### src/hdl/cr1_pkg.sv
// shared types, constants and bit functions of the crypto1 keystream engine
package cr1_pkg;

  localparam int unsigned HALF_W = 24;
  localparam int unsigned WORD_W = 32;
  localparam int unsigned KEY_W  = 48;

  localparam logic [HALF_W-1:0] ODD_TAPS  = 24'h29CE5C;
  localparam logic [HALF_W-1:0] EVEN_TAPS = 24'h870804;

  localparam logic [31:0] FILT_A   = 32'h000F22C0;
  localparam logic [31:0] FILT_B   = 32'h0006C9C0;
  localparam logic [31:0] FILT_C   = 32'h0003C8B0;
  localparam logic [31:0] FILT_D   = 32'h0001E458;
  localparam logic [31:0] FILT_E   = 32'h0000D938;
  localparam logic [31:0] FILT_OUT = 32'hEC57E80A;

  typedef enum logic [1:0] {
    KIND_LOAD     = 2'd0,
    KIND_FORWARD  = 2'd1,
    KIND_ROLLBACK = 2'd2
  } kind_e;

  typedef struct packed {
    kind_e             kind;
    logic [WORD_W-1:0] data_word;
    logic              feedback_enable;
  } item_t;

  // nonlinear filter over the odd half
  function automatic logic filt(input logic [HALF_W-1:0] x);
    logic [31:0] a;
    logic [31:0] b;
    logic [31:0] c;
    logic [31:0] d;
    logic [31:0] e;
    logic [4:0]  f;
    a = FILT_A >> x[3:0];
    b = FILT_B >> x[7:4];
    c = FILT_C >> x[11:8];
    d = FILT_D >> x[15:12];
    e = FILT_E >> x[19:16];
    f = {a[4], b[3], c[2], d[1], e[0]};
    return FILT_OUT[f];
  endfunction

  // interleaved odd/even packing of the register
  function automatic logic [KEY_W-1:0] pack(input logic [HALF_W-1:0] odd_h,
                                            input logic [HALF_W-1:0] even_h);
    logic [KEY_W-1:0] r;
    logic [4:0]       p;
    r = '0;
    for (int i = 0; i < HALF_W; i++) begin
      p = 5'(i) ^ 5'd3;
      r[2*i+1] = odd_h[p];
      r[2*i]   = even_h[p];
    end
    return r;
  endfunction

endpackage

### src/hdl/cr1_in_reg.sv
// input register stage with valid/stall handshake
module cr1_in_reg (
  input  logic          clk_i,
  input  logic          rst_ni,
  input  logic          in_valid_i,
  output logic          in_stall_o,
  input  cr1_pkg::item_t item_i,
  input  logic          advance_i,
  output logic          valid_o,
  output cr1_pkg::item_t item_o
);

  logic           valid_q;
  logic           valid_d;
  logic           take;
  cr1_pkg::item_t item_q;

  assign in_stall_o = valid_q & ~advance_i;
  assign take       = in_valid_i & ~in_stall_o;

  always_comb begin
    valid_d = valid_q;
    if (take) begin
      valid_d = 1'b1;
    end else if (advance_i) begin
      valid_d = 1'b0;
    end
  end

  always_ff @(posedge clk_i or negedge rst_ni) begin
    if (!rst_ni) begin
      valid_q <= 1'b0;
    end else begin
      valid_q <= valid_d;
    end
  end

  always_ff @(posedge clk_i) begin
    if (take) begin
      item_q <= item_i;
    end
  end

  assign valid_o = valid_q;
  assign item_o  = item_q;

endmodule

### src/hdl/cr1_round.sv
// combinational 32 step forward / rollback and key load of the cipher register
module cr1_round (
  input  cr1_pkg::item_t                     item_i,
  input  logic [cr1_pkg::HALF_W-1:0]         odd_i,
  input  logic [cr1_pkg::HALF_W-1:0]         even_i,
  input  logic [cr1_pkg::KEY_W-1:0]          key_i,
  output logic [cr1_pkg::HALF_W-1:0]         odd_o,
  output logic [cr1_pkg::HALF_W-1:0]         even_o,
  output logic [cr1_pkg::WORD_W-1:0]         keystream_o,
  output logic [cr1_pkg::KEY_W-1:0]          packed_o
);

  logic [cr1_pkg::HALF_W-1:0] o;
  logic [cr1_pkg::HALF_W-1:0] e;
  logic [cr1_pkg::HALF_W-1:0] t;
  logic [cr1_pkg::WORD_W-1:0] ks;
  logic [4:0]                 pos;
  logic [5:0]                 ko;
  logic [5:0]                 ke;
  logic                       ks_bit;
  logic                       fbk;

  always_comb begin
    o      = odd_i;
    e      = even_i;
    t      = '0;
    ks     = '0;
    pos    = '0;
    ko     = '0;
    ke     = '0;
    ks_bit = 1'b0;
    fbk    = 1'b0;
    case (item_i.kind)
      cr1_pkg::KIND_LOAD: begin
        // key bits bit-reversed within each byte, odd key positions to the odd half
        for (int k = 0; k < cr1_pkg::HALF_W; k++) begin
          ko = 6'(46 - 2 * k) ^ 6'd7;
          ke = 6'(47 - 2 * k) ^ 6'd7;
          o[cr1_pkg::HALF_W-1-k] = key_i[ko];
          e[cr1_pkg::HALF_W-1-k] = key_i[ke];
        end
      end
      cr1_pkg::KIND_FORWARD: begin
        for (int i = 0; i < cr1_pkg::WORD_W; i++) begin
          pos     = 5'(i) ^ 5'd24;
          ks_bit  = cr1_pkg::filt(o);
          ks[pos] = ks_bit;
          fbk = (^(cr1_pkg::ODD_TAPS & o)) ^ (^(cr1_pkg::EVEN_TAPS & e))
                ^ item_i.data_word[pos] ^ (ks_bit & item_i.feedback_enable);
          t = {e[cr1_pkg::HALF_W-2:0], fbk};
          e = o;
          o = t;
        end
      end
      cr1_pkg::KIND_ROLLBACK: begin
        for (int i = cr1_pkg::WORD_W - 1; i >= 0; i--) begin
          pos     = 5'(i) ^ 5'd24;
          t       = o;
          o       = e;
          ks_bit  = cr1_pkg::filt(o);
          ks[pos] = ks_bit;
          fbk = t[0] ^ (^(cr1_pkg::EVEN_TAPS & {1'b0, t[cr1_pkg::HALF_W-1:1]}))
                ^ (^(cr1_pkg::ODD_TAPS & o))
                ^ item_i.data_word[pos] ^ (ks_bit & item_i.feedback_enable);
          e = {fbk, t[cr1_pkg::HALF_W-1:1]};
        end
      end
      default: begin
        // unused kind holds the register
        o = odd_i;
        e = even_i;
      end
    endcase
  end

  assign odd_o       = o;
  assign even_o      = e;
  assign keystream_o = ks;
  assign packed_o    = cr1_pkg::pack(o, e);

endmodule

### src/hdl/cr1_out_reg.sv
// result register stage with valid/stall handshake
module cr1_out_reg (
  input  logic                       clk_i,
  input  logic                       rst_ni,
  input  logic                       load_i,
  input  logic                       out_stall_i,
  input  logic [cr1_pkg::WORD_W-1:0] keystream_i,
  input  logic [cr1_pkg::KEY_W-1:0]  register_value_i,
  output logic                       out_valid_o,
  output logic [cr1_pkg::WORD_W-1:0] keystream_o,
  output logic [cr1_pkg::KEY_W-1:0]  register_value_o
);

  logic                       valid_q;
  logic                       valid_d;
  logic [cr1_pkg::WORD_W-1:0] keystream_q;
  logic [cr1_pkg::KEY_W-1:0]  register_value_q;

  always_comb begin
    valid_d = valid_q;
    if (load_i) begin
      valid_d = 1'b1;
    end else if (!out_stall_i) begin
      valid_d = 1'b0;
    end
  end

  always_ff @(posedge clk_i or negedge rst_ni) begin
    if (!rst_ni) begin
      valid_q <= 1'b0;
    end else begin
      valid_q <= valid_d;
    end
  end

  always_ff @(posedge clk_i) begin
    if (load_i) begin
      keystream_q      <= keystream_i;
      register_value_q <= register_value_i;
    end
  end

  assign out_valid_o      = valid_q;
  assign keystream_o      = keystream_q;
  assign register_value_o = register_value_q;

endmodule

### src/hdl/crypto1_keystream_engine_unit.sv
// top level of the crypto1 keystream engine
//
// input channel: in_valid_i / in_stall_o carry one word (kind_i, data_word_i,
// feedback_enable_i); a word is taken when in_valid_i is high and in_stall_o low
// output channel: out_valid_o / out_stall_i carry keystream_o and register_value_o
// kind load copies the key into the register, forward clocks 32 steps with the
// data word mixed in, rollback undoes 32 steps; the unused kind holds the register
// an accepted word passes the input register, then the result register, which drives out_valid_o
// throughput: one word per cycle while the receiver does not stall; the 32 steps are one pass of logic between the
// input register and the result register, which also updates the cipher state
// cfg_we_i writes cfg_wdata_i into the key; write only while the block is idle
// reset clears the key, both register halves and both valid flags
// while the receiver stalls the result holds, one more word waits in the input
// register, and in_stall_o rises only when both stages are full
module crypto1_keystream_engine_unit (
  input  logic                       clk_i,
  input  logic                       rst_ni,
  input  logic                       cfg_we_i,
  input  logic [cr1_pkg::KEY_W-1:0]  cfg_wdata_i,
  input  logic                       in_valid_i,
  output logic                       in_stall_o,
  input  logic [1:0]                 kind_i,
  input  logic [cr1_pkg::WORD_W-1:0] data_word_i,
  input  logic                       feedback_enable_i,
  output logic                       out_valid_o,
  input  logic                       out_stall_i,
  output logic [cr1_pkg::WORD_W-1:0] keystream_o,
  output logic [cr1_pkg::KEY_W-1:0]  register_value_o
);

  logic [cr1_pkg::KEY_W-1:0]  key_q;
  logic [cr1_pkg::HALF_W-1:0] odd_q;
  logic [cr1_pkg::HALF_W-1:0] even_q;
  logic [cr1_pkg::HALF_W-1:0] odd_d;
  logic [cr1_pkg::HALF_W-1:0] even_d;
  logic [cr1_pkg::WORD_W-1:0] ks;
  logic [cr1_pkg::KEY_W-1:0]  packed_val;
  cr1_pkg::item_t             in_item;
  cr1_pkg::item_t             cur_item;
  logic                       cur_valid;
  logic                       advance;
  logic                       load;

  assign in_item.kind            = cr1_pkg::kind_e'(kind_i);
  assign in_item.data_word       = data_word_i;
  assign in_item.feedback_enable = feedback_enable_i;

  assign advance = ~out_valid_o | ~out_stall_i;
  assign load    = cur_valid & advance;

  cr1_in_reg u_in_reg (
    .clk_i      (clk_i),
    .rst_ni     (rst_ni),
    .in_valid_i (in_valid_i),
    .in_stall_o (in_stall_o),
    .item_i     (in_item),
    .advance_i  (advance),
    .valid_o    (cur_valid),
    .item_o     (cur_item)
  );

  cr1_round u_round (
    .item_i      (cur_item),
    .odd_i       (odd_q),
    .even_i      (even_q),
    .key_i       (key_q),
    .odd_o       (odd_d),
    .even_o      (even_d),
    .keystream_o (ks),
    .packed_o    (packed_val)
  );

  cr1_out_reg u_out_reg (
    .clk_i            (clk_i),
    .rst_ni           (rst_ni),
    .load_i           (load),
    .out_stall_i      (out_stall_i),
    .keystream_i      (ks),
    .register_value_i (packed_val),
    .out_valid_o      (out_valid_o),
    .keystream_o      (keystream_o),
    .register_value_o (register_value_o)
  );

  always_ff @(posedge clk_i or negedge rst_ni) begin
    if (!rst_ni) begin
      key_q  <= '0;
      odd_q  <= '0;
      even_q <= '0;
    end else begin
      if (cfg_we_i) begin
        key_q <= cfg_wdata_i;
      end
      if (load) begin
        odd_q  <= odd_d;
        even_q <= even_d;
      end
    end
  end

`ifndef NO_ASSERTIONS
  a_stall_only_when_full: assert property (@(posedge clk_i) disable iff (!rst_ni)
    in_stall_o |-> (out_valid_o && out_stall_i && cur_valid))
    else $error("input stalled with a free stage");

  a_result_matches_state: assert property (@(posedge clk_i) disable iff (!rst_ni)
    out_valid_o |-> (register_value_o == cr1_pkg::pack(odd_q, even_q)))
    else $error("result register out of step with cipher state");

  a_accept_fills_stage: assert property (@(posedge clk_i) disable iff (!rst_ni)
    (in_valid_i && !in_stall_o) |=> cur_valid)
    else $error("accepted word lost from input stage");
`endif

endmodule
### config.mk
export PLATFORM = sky130hd
export DESIGN_NAME = crypto1_keystream_engine_unit
export DESIGN_NICKNAME = d
export VERILOG_FILES = /design/src/hdl/cr1_pkg.sv /design/src/hdl/cr1_in_reg.sv /design/src/hdl/cr1_round.sv /design/src/hdl/cr1_out_reg.sv /design/src/hdl/crypto1_keystream_engine_unit.sv
export SDC_FILE = /design/constraint.sdc
export NUM_CORES = 1
export LEC_CHECK = 0
export ABC_AREA = 1
export ABC_CLOCK_PERIOD_IN_PS = 31000
export BUFFER_PORTS_ARGS = -buffer_cell sky130_fd_sc_hd__buf_2
export CAP_MARGIN = 20
export CORE_MARGIN = 1.5
export CORE_UTILIZATION = 33
export CTS_CLUSTER_DIAMETER = 100
export DETAILED_ROUTE_END_ITERATION = 8
export GPL_TIMING_DRIVEN = 0
export PLACE_DENSITY = 0.6
export SYNTH_ARGS = -nofsm -noshare
export SYNTH_HDL_FRONTEND = slang
export SYNTH_SLANG_ARGS = --single-unit
### constraint.sdc
create_clock -name clk_i -period 31 [get_ports clk_i]
set_input_delay 6.2 -clock clk_i [delete_from_list [all_inputs] [get_ports clk_i]]
set_output_delay 6.2 -clock clk_i [all_outputs]
set_load 0.01 [all_outputs]
==> results.py <==
metrics = {
    "sta": {
        "fin_crit_sh_pct": 97.25,
        "setup_viol": 0,
        "maxSlewHeadroom_pct": 14.57,
        "fmax_ghz": 0.03317,
        "finalHoldViolations": 0,
        "tightest_slew_ps": 1282,
        "finClkSkew_ps": 24.07,
        "finalCriticalPeriod_ps": 30150,
        "slew_violations": 0,
    },
    "worst_setup_path": {
        "cp_num_buf_inv": 60,
        "cp_max_fo": 9,
        "crit_family": "simple AND/OR/NAND/NOR gates",
        "required_ps": 31460,
        "crit_type": "reg -> reg",
        "cp-start-kind": "flip-flop",
        "crit_slowest_cell": "or3b_4",
        "worst_path_most_repeated_cell": "nand2_4",
        "critPathCaptureType": "flip-flop",
        "cp.arrival_ps": 30610,
        "critical_path.max_stage_delay_ps": 430,
    },
    "grt": {
        "grt_usage_pct": 30.89,
        "grt_max_degree": 64,
        "grt_pass1_vias": 26730,
        "gr-total-overflow": 0,
        "grt_antenna_before_repair": 5,
        "grt_pass1_wl_um": 197900,
    },
    "yosys": {
        "syn_area_per_cell_um2": 7.590,
        "synth_common_cells": "nand2_1, xor2_1, xnor2_1",
        "synth_edf_count": 115,
        "synth.most_common_cell": "nand2_1",
        "ys_types": 78,
        "yosysSeqAreaShare_pct": 20.44,
        "synth_top_area_cell": "xor2_1",
        "syn_nets": 4107,
        "async_flop_share_pct": 46.01,
        "netlist.area_leader.share_pct": 13.64,
        "syn_area_mm2": 0.02889,
        "yosys_warnings": 0,
        "synthFlopType": "edfxtp_1",
        "synthTopCellsByArea": "xor2_1, edfxtp_1, nand2_1",
        "ys_seq_elements": 213,
        "netlist_instances": 3806,
    },
    "cells_and_area": {
        "area_growth_syn_to_layout_pct": 20.79,
        "drive_gt1_share_pct": 22.31,
        "fin_nets": 4493,
        "finalNonFillerCells": 5370,
        "fin_area_mm2": 0.03489,
    },
    "outcome": {
        "status": "completed",
    },
    "route": {
        "drt_wl_total_um": 145000,
        "wire_per_inst_um": 27.00,
        "via_per_inst": 5.640,
        "vias": 30290,
        "route.detailed.drc": 0,
        "first_pass_iters": 6,
        "initialDrtViolationCount": 4435,
        "drtAntennaViolNets": 0,
    },
    "place": {
        "dp.cells": 5133,
        "placement.cell_area_mm2": 0.03127,
        "dpl.hpwl_um": 116800,
        "port_buffers": 168,
        "gp_congestion": 1.079,
    },
    "floorplanning": {
        "die_h_um": 298.9,
        "core-area_mm2": 0.08675,
        "row_count": 108,
        "die_area_mm2": 0.08932,
        "floorplan.initialDensity_pct": 33.30,
        "die_w_um": 298.9,
        "ios": 170,
    },
    "cts": {
        "insertion_delay_ps": 610,
        "root_buffer": "clkbuf_16",
        "cts_buffers": 27,
        "cts_max_path_buffers": 3,
        "path_clk_slew_ps": 60,
        "cts_tree": "done",
        "cts_sinks": 213,
        "htree_num_levels": 1,
    },
    "flow_run": {
        "cap_violations": 0,
    },
    "worst_hold_path": {
        "hold_class": "reg -> reg",
    },
}
## logic make-up after synthesis
group / after synthesis / share of synthesized area [%]
muxes: 51 / 1.988
AOI/OAI and AO/OA: 702 / 15.14
buffers and inverters: 504 / 7.649
DFF: 213 / 20.44
adders and majority gates: 232 / 9.884
xor gates and xnor gates: 769 / 23.46
and+or+nand+nor: 1335 / 21.44
## final timing paths
check                                                endpoint              from  slack [ps]  depth (start not counted)
worst max-delay path            u_out_reg.register_value_o[7]         odd_q[15]         850                        255
worst min-delay path                    u_out_reg.out_valid_o  u_in_reg.valid_o         480                          2
worst max register to register  u_out_reg.register_value_o[7]         odd_q[15]         850                        255
worst min register to register          u_out_reg.out_valid_o  u_in_reg.valid_o         480                          2
max in group asynchronous                            odd_q[3]            rst_ni       24630                          2
min in group asynchronous                           key_q[12]            rst_ni        5580                          1
## per-layer routing
| metal | up-vias | track usage (%) | share of wire (%) |
|---|---|---|---|
| li1 | 13550 | - | - |
| met1 | 14360 | 42.89 | 41 |
| met2 | 1966 | 46.19 | 41 |
| met3 | 411 | 5.860 | 11 |
| met4 | 4 | 13.84 | 6.0 |
| met5 | - | 0 | 0.017 |
## timing repair
| item | 4_1_cts | 5_1_grt |
|---|---|---|
| hold endpoints to repair | 0 | 0 |
| hold buffers | 0 | 0 |
| setup buffers | 95 | 92 |
| pin swaps | 92 | 138 |
| resized for setup | 158 | 156 |
| endpoints found under the setup margin | 28 | 14 |
## final cells by class
cell class / count / area, um2
Buffer: 163 / 958.4
Fill cell: 9102 / 51860
Sequential cell: 213 / 5912
Tap cell: 1155 / 1445
Multi-Input combinational cell: 3089 / 21900
Clock buffer: 37 / 764.5
Antenna cell: 2 / 5.005
Timing Repair Buffer: 362 / 2374
Clock inverter: 13 / 150.1
Inverter: 336 / 1380
## flip-flops by register name (all words and copies together), names as in the netlist
signal / cells
key_q: 48
u_out_reg.register_value_o: 48
u_in_reg.item_o: 35
u_out_reg.keystream_o: 32
even_q: 24
odd_q: 24
u_in_reg.valid_o: 1
u_out_reg.out_valid_o: 1
## layout by cell type, fill, tap and decap left out, drive strengths merged, types with 97 or more instances in the layout
master and n:
inv 323, clkbuf 103, nand3 214, xor2 452, xnor2 317, a21oi 97, edfxtp 115, nand2 825
ha 213, buf 459, o21ai 318, dfrtp 98, nor2 162
## worst min-delay path, stage by stage, from the launching register on
cell and delay [ps]:
dfrtp_1 340, inv_1 50, nand2_1 60
## per-stage QoR
stage / util, % / hold WS (ps) / setup WS (ps) / setup TNS (ps)
2_1_floorplan: - / 447.7 / 2092 / 0
3_3_place_gp: 35.93 / 454.9 / -7038 / -111060
3_5_place_dp: 36.04 / 467.6 / -7362 / -118710
4_1_cts: 38.72 / 482.5 / 21.16 / 0
5_1_grt: 40.21 / 497.5 / -344.8 / -1163
6_report: 40.22 / 476.2 / 852.1 / 0
Power is not shown: default switching activity piles up to over one toggle a cycle in this logic, so the estimate is an artifact.
